### src/cltok_pkg.sv
// ----------------------------------------------------------------------------
// Command line tokenizer package
// Result kinds, lexer modes, character constants and shared structs.
// ----------------------------------------------------------------------------
package cltok_pkg;

  // Most results one input byte can cause
  localparam int unsigned MaxResults = 3;

  typedef enum logic [1:0] {
    KIND_BYTE = 2'd0,
    KIND_EOT  = 2'd1,
    KIND_EOS  = 2'd2
  } kind_e;

  typedef enum logic [2:0] {
    MODE_GAP   = 3'd0,
    MODE_WORD  = 3'd1,
    MODE_QUOTE = 3'd2,
    MODE_LINE  = 3'd3,
    MODE_BLOCK = 3'd4,
    MODE_BSTAR = 3'd5
  } mode_e;

  localparam logic [7:0] ChNul   = 8'd0;
  localparam logic [7:0] ChSpace = 8'd32;
  localparam logic [7:0] ChQuote = 8'd34;
  localparam logic [7:0] ChStar  = 8'd42;
  localparam logic [7:0] ChSlash = 8'd47;

  typedef struct packed {
    kind_e      kind;
    logic [7:0] chr;
  } result_t;

  // Results of one byte, slot 0 first
  typedef struct packed {
    logic [1:0]                   cnt;
    result_t [MaxResults-1:0]     res;
  } lex_out_t;

  localparam result_t ResEot = '{kind: KIND_EOT, chr: 8'h00};
  localparam result_t ResEos = '{kind: KIND_EOS, chr: 8'h00};

endpackage

### src/cltok_lexer.sv
// ----------------------------------------------------------------------------
// Command line tokenizer lexer
// Holds the lexer mode and held-slash flag and decodes one byte into up to
// three results; state advances when the byte leaves the input register.
// ----------------------------------------------------------------------------
module cltok_lexer
  import cltok_pkg::*;
(
  input  logic       clk_i,
  input  logic       rst_ni,
  input  logic       adv_i,
  input  logic [7:0] in_byte_i,
  output lex_out_t   lex_o
);

  mode_e      mode_q, mode_d;
  logic       slash_q, slash_d;
  logic [1:0] n;
  logic       after_sl, in_word, use_word, use_gap, is_space;

  assign is_space = in_byte_i inside {[8'd1:ChSpace], [8'd128:8'd255]};

  // Byte decode
  always_comb begin
    mode_d   = mode_q;
    slash_d  = slash_q;
    lex_o    = '0;
    n        = 2'd0;
    after_sl = 1'b0;
    in_word  = 1'b0;
    use_word = 1'b0;
    use_gap  = 1'b0;

    case (mode_q)
      MODE_WORD: begin
        if (slash_q) begin
          after_sl = 1'b1;
          in_word  = 1'b1;
        end else begin
          use_word = 1'b1;
        end
      end
      MODE_QUOTE: begin
        slash_d = 1'b0;
        if (in_byte_i == ChNul) begin
          lex_o.res[n] = ResEot;
          n = n + 2'd1;
          lex_o.res[n] = ResEos;
          n = n + 2'd1;
          mode_d = MODE_GAP;
        end else if (in_byte_i == ChQuote) begin
          lex_o.res[n] = ResEot;
          n = n + 2'd1;
          mode_d = MODE_GAP;
        end else begin
          lex_o.res[n] = '{kind: KIND_BYTE, chr: in_byte_i};
          n = n + 2'd1;
        end
      end
      MODE_LINE: begin
        slash_d = 1'b0;
        if (in_byte_i == ChNul) begin
          lex_o.res[n] = ResEos;
          n = n + 2'd1;
          mode_d = MODE_GAP;
        end
      end
      MODE_BLOCK: begin
        slash_d = 1'b0;
        if (in_byte_i == ChNul) begin
          lex_o.res[n] = ResEos;
          n = n + 2'd1;
          mode_d = MODE_GAP;
        end else if (in_byte_i == ChStar) begin
          mode_d = MODE_BSTAR;
        end
      end
      MODE_BSTAR: begin
        slash_d = 1'b0;
        if (in_byte_i == ChNul) begin
          lex_o.res[n] = ResEos;
          n = n + 2'd1;
          mode_d = MODE_GAP;
        end else if (in_byte_i == ChSlash) begin
          mode_d = MODE_GAP;
        end else if (in_byte_i != ChStar) begin
          mode_d = MODE_BLOCK;
        end
      end
      default: begin
        // gap, and the unused codes that act as the gap
        mode_d = MODE_GAP;
        if (slash_q) begin
          after_sl = 1'b1;
        end else begin
          use_gap = 1'b1;
        end
      end
    endcase

    // Byte after a held slash: comment opener or a lone slash
    if (after_sl) begin
      slash_d = 1'b0;
      if (in_byte_i == ChSlash || in_byte_i == ChStar) begin
        if (in_word) begin
          lex_o.res[n] = ResEot;
          n = n + 2'd1;
        end
        mode_d = (in_byte_i == ChSlash) ? MODE_LINE : MODE_BSTAR;
      end else begin
        lex_o.res[n] = '{kind: KIND_BYTE, chr: ChSlash};
        n = n + 2'd1;
        use_word = 1'b1;
      end
    end

    // Byte inside a plain token
    if (use_word) begin
      if (in_byte_i == ChNul) begin
        lex_o.res[n] = ResEot;
        n = n + 2'd1;
        lex_o.res[n] = ResEos;
        n = n + 2'd1;
        mode_d  = MODE_GAP;
        slash_d = 1'b0;
      end else if (is_space) begin
        lex_o.res[n] = ResEot;
        n = n + 2'd1;
        mode_d = MODE_GAP;
      end else if (in_byte_i == ChQuote) begin
        lex_o.res[n] = ResEot;
        n = n + 2'd1;
        mode_d = MODE_QUOTE;
      end else if (in_byte_i == ChSlash) begin
        slash_d = 1'b1;
        mode_d  = MODE_WORD;
      end else begin
        lex_o.res[n] = '{kind: KIND_BYTE, chr: in_byte_i};
        n = n + 2'd1;
        mode_d = MODE_WORD;
      end
    end

    // Byte between tokens
    if (use_gap) begin
      if (in_byte_i == ChNul) begin
        lex_o.res[n] = ResEos;
        n = n + 2'd1;
        mode_d  = MODE_GAP;
        slash_d = 1'b0;
      end else if (is_space) begin
        mode_d = MODE_GAP;
      end else if (in_byte_i == ChQuote) begin
        mode_d = MODE_QUOTE;
      end else if (in_byte_i == ChSlash) begin
        slash_d = 1'b1;
        mode_d  = MODE_GAP;
      end else begin
        lex_o.res[n] = '{kind: KIND_BYTE, chr: in_byte_i};
        n = n + 2'd1;
        mode_d = MODE_WORD;
      end
    end

    lex_o.cnt = n;
  end

  // Lexer state
  always_ff @(posedge clk_i or negedge rst_ni) begin
    if (!rst_ni) begin
      mode_q  <= MODE_GAP;
      slash_q <= 1'b0;
    end else if (adv_i) begin
      mode_q  <= mode_d;
      slash_q <= slash_d;
    end
  end

endmodule

### src/cltok_result_buf.sv
// ----------------------------------------------------------------------------
// Command line tokenizer result buffer
// Registers the results of one byte and hands them out one per transaction,
// marking the last one.
// ----------------------------------------------------------------------------
module cltok_result_buf
  import cltok_pkg::*;
(
  input  logic       clk_i,
  input  logic       rst_ni,
  input  logic       load_i,
  input  lex_out_t   lex_i,
  output logic       free_o,
  output logic       out_valid_o,
  input  logic       out_ready_i,
  output logic [1:0] out_kind_o,
  output logic [7:0] out_byte_o,
  output logic       run_last_o
);

  logic                     vld_q, vld_d;
  logic [1:0]               cnt_q, cnt_d;
  logic [1:0]               idx_q, idx_d;
  result_t [MaxResults-1:0] res_q;
  result_t                  cur;
  logic                     take, last;

  assign take   = vld_q & out_ready_i;
  assign last   = (idx_q == (cnt_q - 2'd1));
  assign free_o = ~vld_q | (take & last);

  // Current slot
  always_comb begin
    case (idx_q)
      2'd1:    cur = res_q[1];
      2'd2:    cur = res_q[2];
      default: cur = res_q[0];
    endcase
  end

  assign out_valid_o = vld_q;
  assign out_kind_o  = cur.kind;
  assign out_byte_o  = cur.chr;
  assign run_last_o  = last;

  // Slot sequencing
  always_comb begin
    vld_d = vld_q;
    cnt_d = cnt_q;
    idx_d = idx_q;
    if (take) begin
      if (last) begin
        vld_d = 1'b0;
      end else begin
        idx_d = idx_q + 2'd1;
      end
    end
    if (load_i) begin
      vld_d = 1'b1;
      cnt_d = lex_i.cnt;
      idx_d = 2'd0;
    end
  end

  always_ff @(posedge clk_i or negedge rst_ni) begin
    if (!rst_ni) begin
      vld_q <= 1'b0;
      cnt_q <= 2'd1;
      idx_q <= 2'd0;
    end else begin
      vld_q <= vld_d;
      cnt_q <= cnt_d;
      idx_q <= idx_d;
    end
  end

  // Result payload
  always_ff @(posedge clk_i) begin
    if (load_i) begin
      res_q <= lex_i.res;
    end
  end

endmodule

### src/command_line_tokenizer.sv
// ----------------------------------------------------------------------------
// Command line tokenizer
// Splits a byte stream into token bytes, end-of-token and end-of-string
// marks, with quoted tokens and line and block comments.
// ----------------------------------------------------------------------------
// Usage:
//   Input channel (in_valid_i / in_ready_o) takes one byte per transaction;
//   a zero byte ends the string. Output channel (out_valid_o / out_ready_i)
//   gives one result per transaction: out_kind_o is 0 for a token byte in
//   out_byte_o, 1 for end of token, 2 for end of string. run_last_o marks
//   the last result caused by one input byte; a byte may cause none.
//   Path: an accepted byte passes the input register, then the result
//   register, before its first result shows.
//   Throughput: one byte per cycle while each byte causes at most one
//   result and out_ready_i is high; a byte with k results holds the single
//   result register while it drains one slot per transaction.
//   Reset: lexer returns to the gap between tokens with no held slash,
//   both registers empty.
//   Stall: when out_ready_i is low the result holds; the input register
//   still takes one more byte, then in_ready_o drops until space frees.
// ----------------------------------------------------------------------------
module command_line_tokenizer
  import cltok_pkg::*;
(
  input  logic       clk_i,
  input  logic       rst_ni,
  input  logic       in_valid_i,
  output logic       in_ready_o,
  input  logic [7:0] in_byte_i,
  output logic       out_valid_o,
  input  logic       out_ready_i,
  output logic [1:0] out_kind_o,
  output logic [7:0] out_byte_o,
  output logic       run_last_o
);

  logic       in_vld_q, in_vld_d;
  logic [7:0] in_byte_q;
  logic       res_free, adv, accept;
  lex_out_t   lex;

  assign adv        = in_vld_q & res_free;
  assign in_ready_o = ~in_vld_q | adv;
  assign accept     = in_valid_i & in_ready_o;

  // Input register
  always_comb begin
    in_vld_d = in_vld_q;
    if (in_ready_o) begin
      in_vld_d = in_valid_i;
    end
  end

  always_ff @(posedge clk_i or negedge rst_ni) begin
    if (!rst_ni) begin
      in_vld_q <= 1'b0;
    end else begin
      in_vld_q <= in_vld_d;
    end
  end

  always_ff @(posedge clk_i) begin
    if (accept) begin
      in_byte_q <= in_byte_i;
    end
  end

  // Decode
  cltok_lexer u_lexer (
    .clk_i     (clk_i),
    .rst_ni    (rst_ni),
    .adv_i     (adv),
    .in_byte_i (in_byte_q),
    .lex_o     (lex)
  );

  // Result register and serializer
  cltok_result_buf u_result_buf (
    .clk_i       (clk_i),
    .rst_ni      (rst_ni),
    .load_i      (adv && (lex.cnt != 2'd0)),
    .lex_i       (lex),
    .free_o      (res_free),
    .out_valid_o (out_valid_o),
    .out_ready_i (out_ready_i),
    .out_kind_o  (out_kind_o),
    .out_byte_o  (out_byte_o),
    .run_last_o  (run_last_o)
  );

endmodule

### config.mk
export PLATFORM = sky130hd
export DESIGN_NAME = command_line_tokenizer
export DESIGN_NICKNAME = d
export VERILOG_FILES = /design/src/cltok_pkg.sv /design/src/cltok_lexer.sv /design/src/cltok_result_buf.sv /design/src/command_line_tokenizer.sv
export SDC_FILE = /design/constraint.sdc
export NUM_CORES = 1
export LEC_CHECK = 0
export CAP_MARGIN = 0
export CELL_PAD_IN_SITES_DETAIL_PLACEMENT = 1
export CELL_PAD_IN_SITES_GLOBAL_PLACEMENT = 1
export CORE_ASPECT_RATIO = 0.7
export CORE_MARGIN = 10
export CORE_UTILIZATION = 50
export CTS_CLUSTER_DIAMETER = 40
export DETAILED_ROUTE_END_ITERATION = 8
export DONT_BUFFER_PORTS = 1
export PLACE_DENSITY_LB_ADDON = 0.1
export SYNTH_ARGS = -nofsm -noshare
export SYNTH_HDL_FRONTEND = slang
export SYNTH_SLANG_ARGS = --single-unit
### constraint.sdc
create_clock -name clk_i -period 7.2 [get_ports clk_i]
set_input_delay 0.72 -clock clk_i [delete_from_list [all_inputs] [get_ports clk_i]]
set_output_delay 0.72 -clock clk_i [all_outputs]
set_load 0.01 [all_outputs]
==> results_dict.tcl <==
set metrics [dict create \
    syn_area_per_cell_sq_um 9.70 \
    grt_max_degree 31 \
    synthTopCellsByArea "edfxtp_1, dfrtp_1, nand2_1, ha_1, o21ai_0" \
    reg2regPathDepth 17 \
    rr_endpoint "u_result_buf.res_q[10]" \
    arrival_ps 5220 \
    start_util_pct 51.1 \
    drt_iter0_drc 207 \
    outcome "finished clean" \
    synthArstFlopShare_pct 20.8 \
    ys_ff_latch 48 \
    wl_per_cell_um 23.1 \
    fillers 709 \
    cts_buffers 5 \
    maxSlewHeadroom_pct 52.7 \
    yosysSeqAreaShare_pct 44.0 \
    fmax_mhz 194 \
    rsz0062_at_grt "false" \
    drt_wl_total_mm 9.06 \
    crit_path_max_fanout 14 \
    r2r-start "in_byte_q[2]" \
    post_cts_resized 0 \
    syn-cell-area_sq_um 3160 \
    die_w_um 115 \
    grt_pass1_vias 2525 \
    area_delta_synth_final_pct 4.71 \
    clock_path_buffers 2 \
    finClkSkew_ps 9.70 \
    synth.distinct_cells 67 \
    synth_common_cells "nand2_1, edfxtp_1, nor2_1" \
    drtPass1Iterations 4 \
    die_area_sq_um 9950 \
    overflow 0 \
    insertion_delay_ps 310 \
    peakVddDrop_v 0.000142 \
    end_kind "register" \
    cap_viol_max_count 0 \
    power_uw 982 \
    synth_area_leader_cell "edfxtp_1" \
    cts_tree "built" \
    crit_type "register to register" \
    cts-root-buf "clkbuf_8" \
    num_vias 2487 \
    clkTransAtPathRegs_ps 100 \
    period_needed_ps 5150 \
    antenna_cells 0 \
    yosysTopAreaCellShare_pct 36.1 \
    row_count 24 \
    p_per_area_nw_per_um2 297 \
    ios 25 \
    core_area_sq_um 6190 \
    p_leak_nw 1.31 \
    hp-class "primary input to async pin" \
    port_buffers 0 \
    worst_ep_required_time_ps 7270 \
    synthCells 326 \
    ant_nets 0 \
    final-setup-viol-count 0 \
    worst-r2r-setup-slack_ps 2050 \
    slew_viol_final 0 \
    synth_edf_count 38 \
    clock-sinks 48 \
    hold_buffers 0 \
    hold_violations 0 \
    slowest_delay_ps 620 \
    drc 0 \
    cts_setup_buffers 0 \
    h-tree-depth 2 \
    cp-start-kind "register" \
    dp_hpwl_mm 6.92 \
    grt_pass1_wl_mm 14.4 \
    worst_pin_slew_ps 703 \
    crit_slowest_cell "edfxtp_1" \
    die_y_um 86.5 \
    path_cells "nor3_2, and3_1, and3_1, nor2_1, o21ai_0, ha_1, nor2b_1, a32oi_1, ha_1, nor2_1, nand4_1, o31ai_1, a22o_1, ha_1, and3_1, o21a_1, a21o_1" \
    fin_nets 337 \
    synth_warnings 0 \
    globalplace.congestion 1.01 \
    antenna_found_initial 0 \
    routed_via_density 6.34 \
    min_period_over_period_pct 71.5 \
    finalSetupTns_ps 0 \
    ys.flop_type "edfxtp_1" \
    synth_most_common_cell "nand2_1" \
    final_layout_size_suffix_gt1_share_pct 10.2 \
    grt.total_usage_pct 18.5 \
]
==> cell families (layout without fill, tap and decap cells) <==
logic type               after synthesis  after routing  share of synthesized area, %
multiplexers                           3              3                         0.989
AO/OA/AOI/OAI                         94             94                          22.2
flip-flops                            48             48                          44.0
AND/OR/NAND/NOR                      127            127                          20.7
other                                  1              2                         0.119
buffers and inverters                 36             23                          5.14
XOR/XNOR                               5              5                          1.98
adder cells (fa/ha/maj)               12             12                          4.75
==> area by class of cell <==
class                   count  area [sq um]  area share [%]
well taps                  78          97.6            2.95
multi-input cells         243          1620            48.9
repair buffers              3          20.0           0.605
clock inverters             3          68.8            2.08
inverters                  12          45.0            1.36
clock buffers               5          68.8            2.08
flip-flops and latches     48          1390            42.1
==> power by group <==
group | internal [mW] | switching, mW | leakage, nW
Clock | 0.140 | 0.0984 | 0.0687
Sequential | 0.396 | 0.0508 | 0.498
Combinational | 0.0935 | 0.204 | 0.748
Total | 0.629 | 0.353 | 1.31
==> per-layer routing <==
metal | vias up | track usage [%] | share of wire (%)
li1 | 1186 | - | -
met5 | - | 0 | 0
met2 | 59 | 27.6 | 44
met3 | 5 | 4.49 | 6.9
met4 | 0 | 3.70 | 0.65
met1 | 1237 | 26.5 | 48
==> worst max-delay path: cells and delay by family, from the launching register on <==
kind | cells | cell delay (ps)
adder cells (fa/ha/maj) | 3 | 890
AND/OR/NAND/NOR | 8 | 1830
AO/OA/AOI/OAI | 6 | 1560
flip-flops | 1 | 620
==> sequential cells by signal, summed over array words and instances, names as in the netlist <==
signal and cells:
u_result_buf.res_q 30, in_byte_q 8, u_lexer.mode_q 3, u_result_buf.cnt_q 2, u_result_buf.idx_q 2, in_vld_q 1, u_lexer.slash_q 1, u_result_buf.out_valid_o 1
==> how the worst max path moves through the flow <==
stage / from / to / slack (ps) / cells after the start
6_report: in_byte_q[2] / u_result_buf.res_q[10] / 2050 / 17
5_1_grt: in_byte_q[2] / u_result_buf.res_q[9] / 1740 / 18
4_1_cts: in_byte_q[2] / u_result_buf.res_q[10] / 2160 / 17
3_5_place_dp: in_byte_q[2] / u_result_buf.res_q[10] / 2200 / 17
3_3_place_gp: in_byte_q[2] / u_result_buf.res_q[9] / 2240 / 18
2_1_floorplan: in_byte_q[0] / u_result_buf.res_q[0] / 2140 / 16
==> placed cells by master, fill, tap and decap left out, drive strengths merged, types with 3 or more instances in the layout <==
master  instances
nand2          45
edfxtp         38
nor2           22
o21ai          19
inv            13
ha             12
nand4          11
a21oi          11
a22oi          11
and3           10
dfrtp           9
nand3           9
nand2b          6
a21o            6
clkbuf          6
nor3            6
o31ai           6
o21a            5
xnor2           5
and2            4
a31oi           4
nor2b           3
a22o            3
a31o            3
nand3b          3
o211ai          3
a211oi          3
o22ai           3
==> per-stage QoR <==
stage / std cells / hold WS (ps) / worst slack [ps] / cell area, sq um / util, %
2_1_floorplan: 327 / 424 / 2140 / 3170 / -
3_3_place_gp: 383 / 425 / 2240 / 3170 / 51.2
3_5_place_dp: 383 / 425 / 2200 / 3170 / 51.2
4_1_cts: 391 / 84.3 / 2160 / 3300 / 53.4
5_1_grt: 392 / 76.8 / 1740 / 3310 / 53.5
6_report: 392 / 89.9 / 2050 / 3310 / 53.5
No activity file was read; power rests on OpenSTA's default activity.
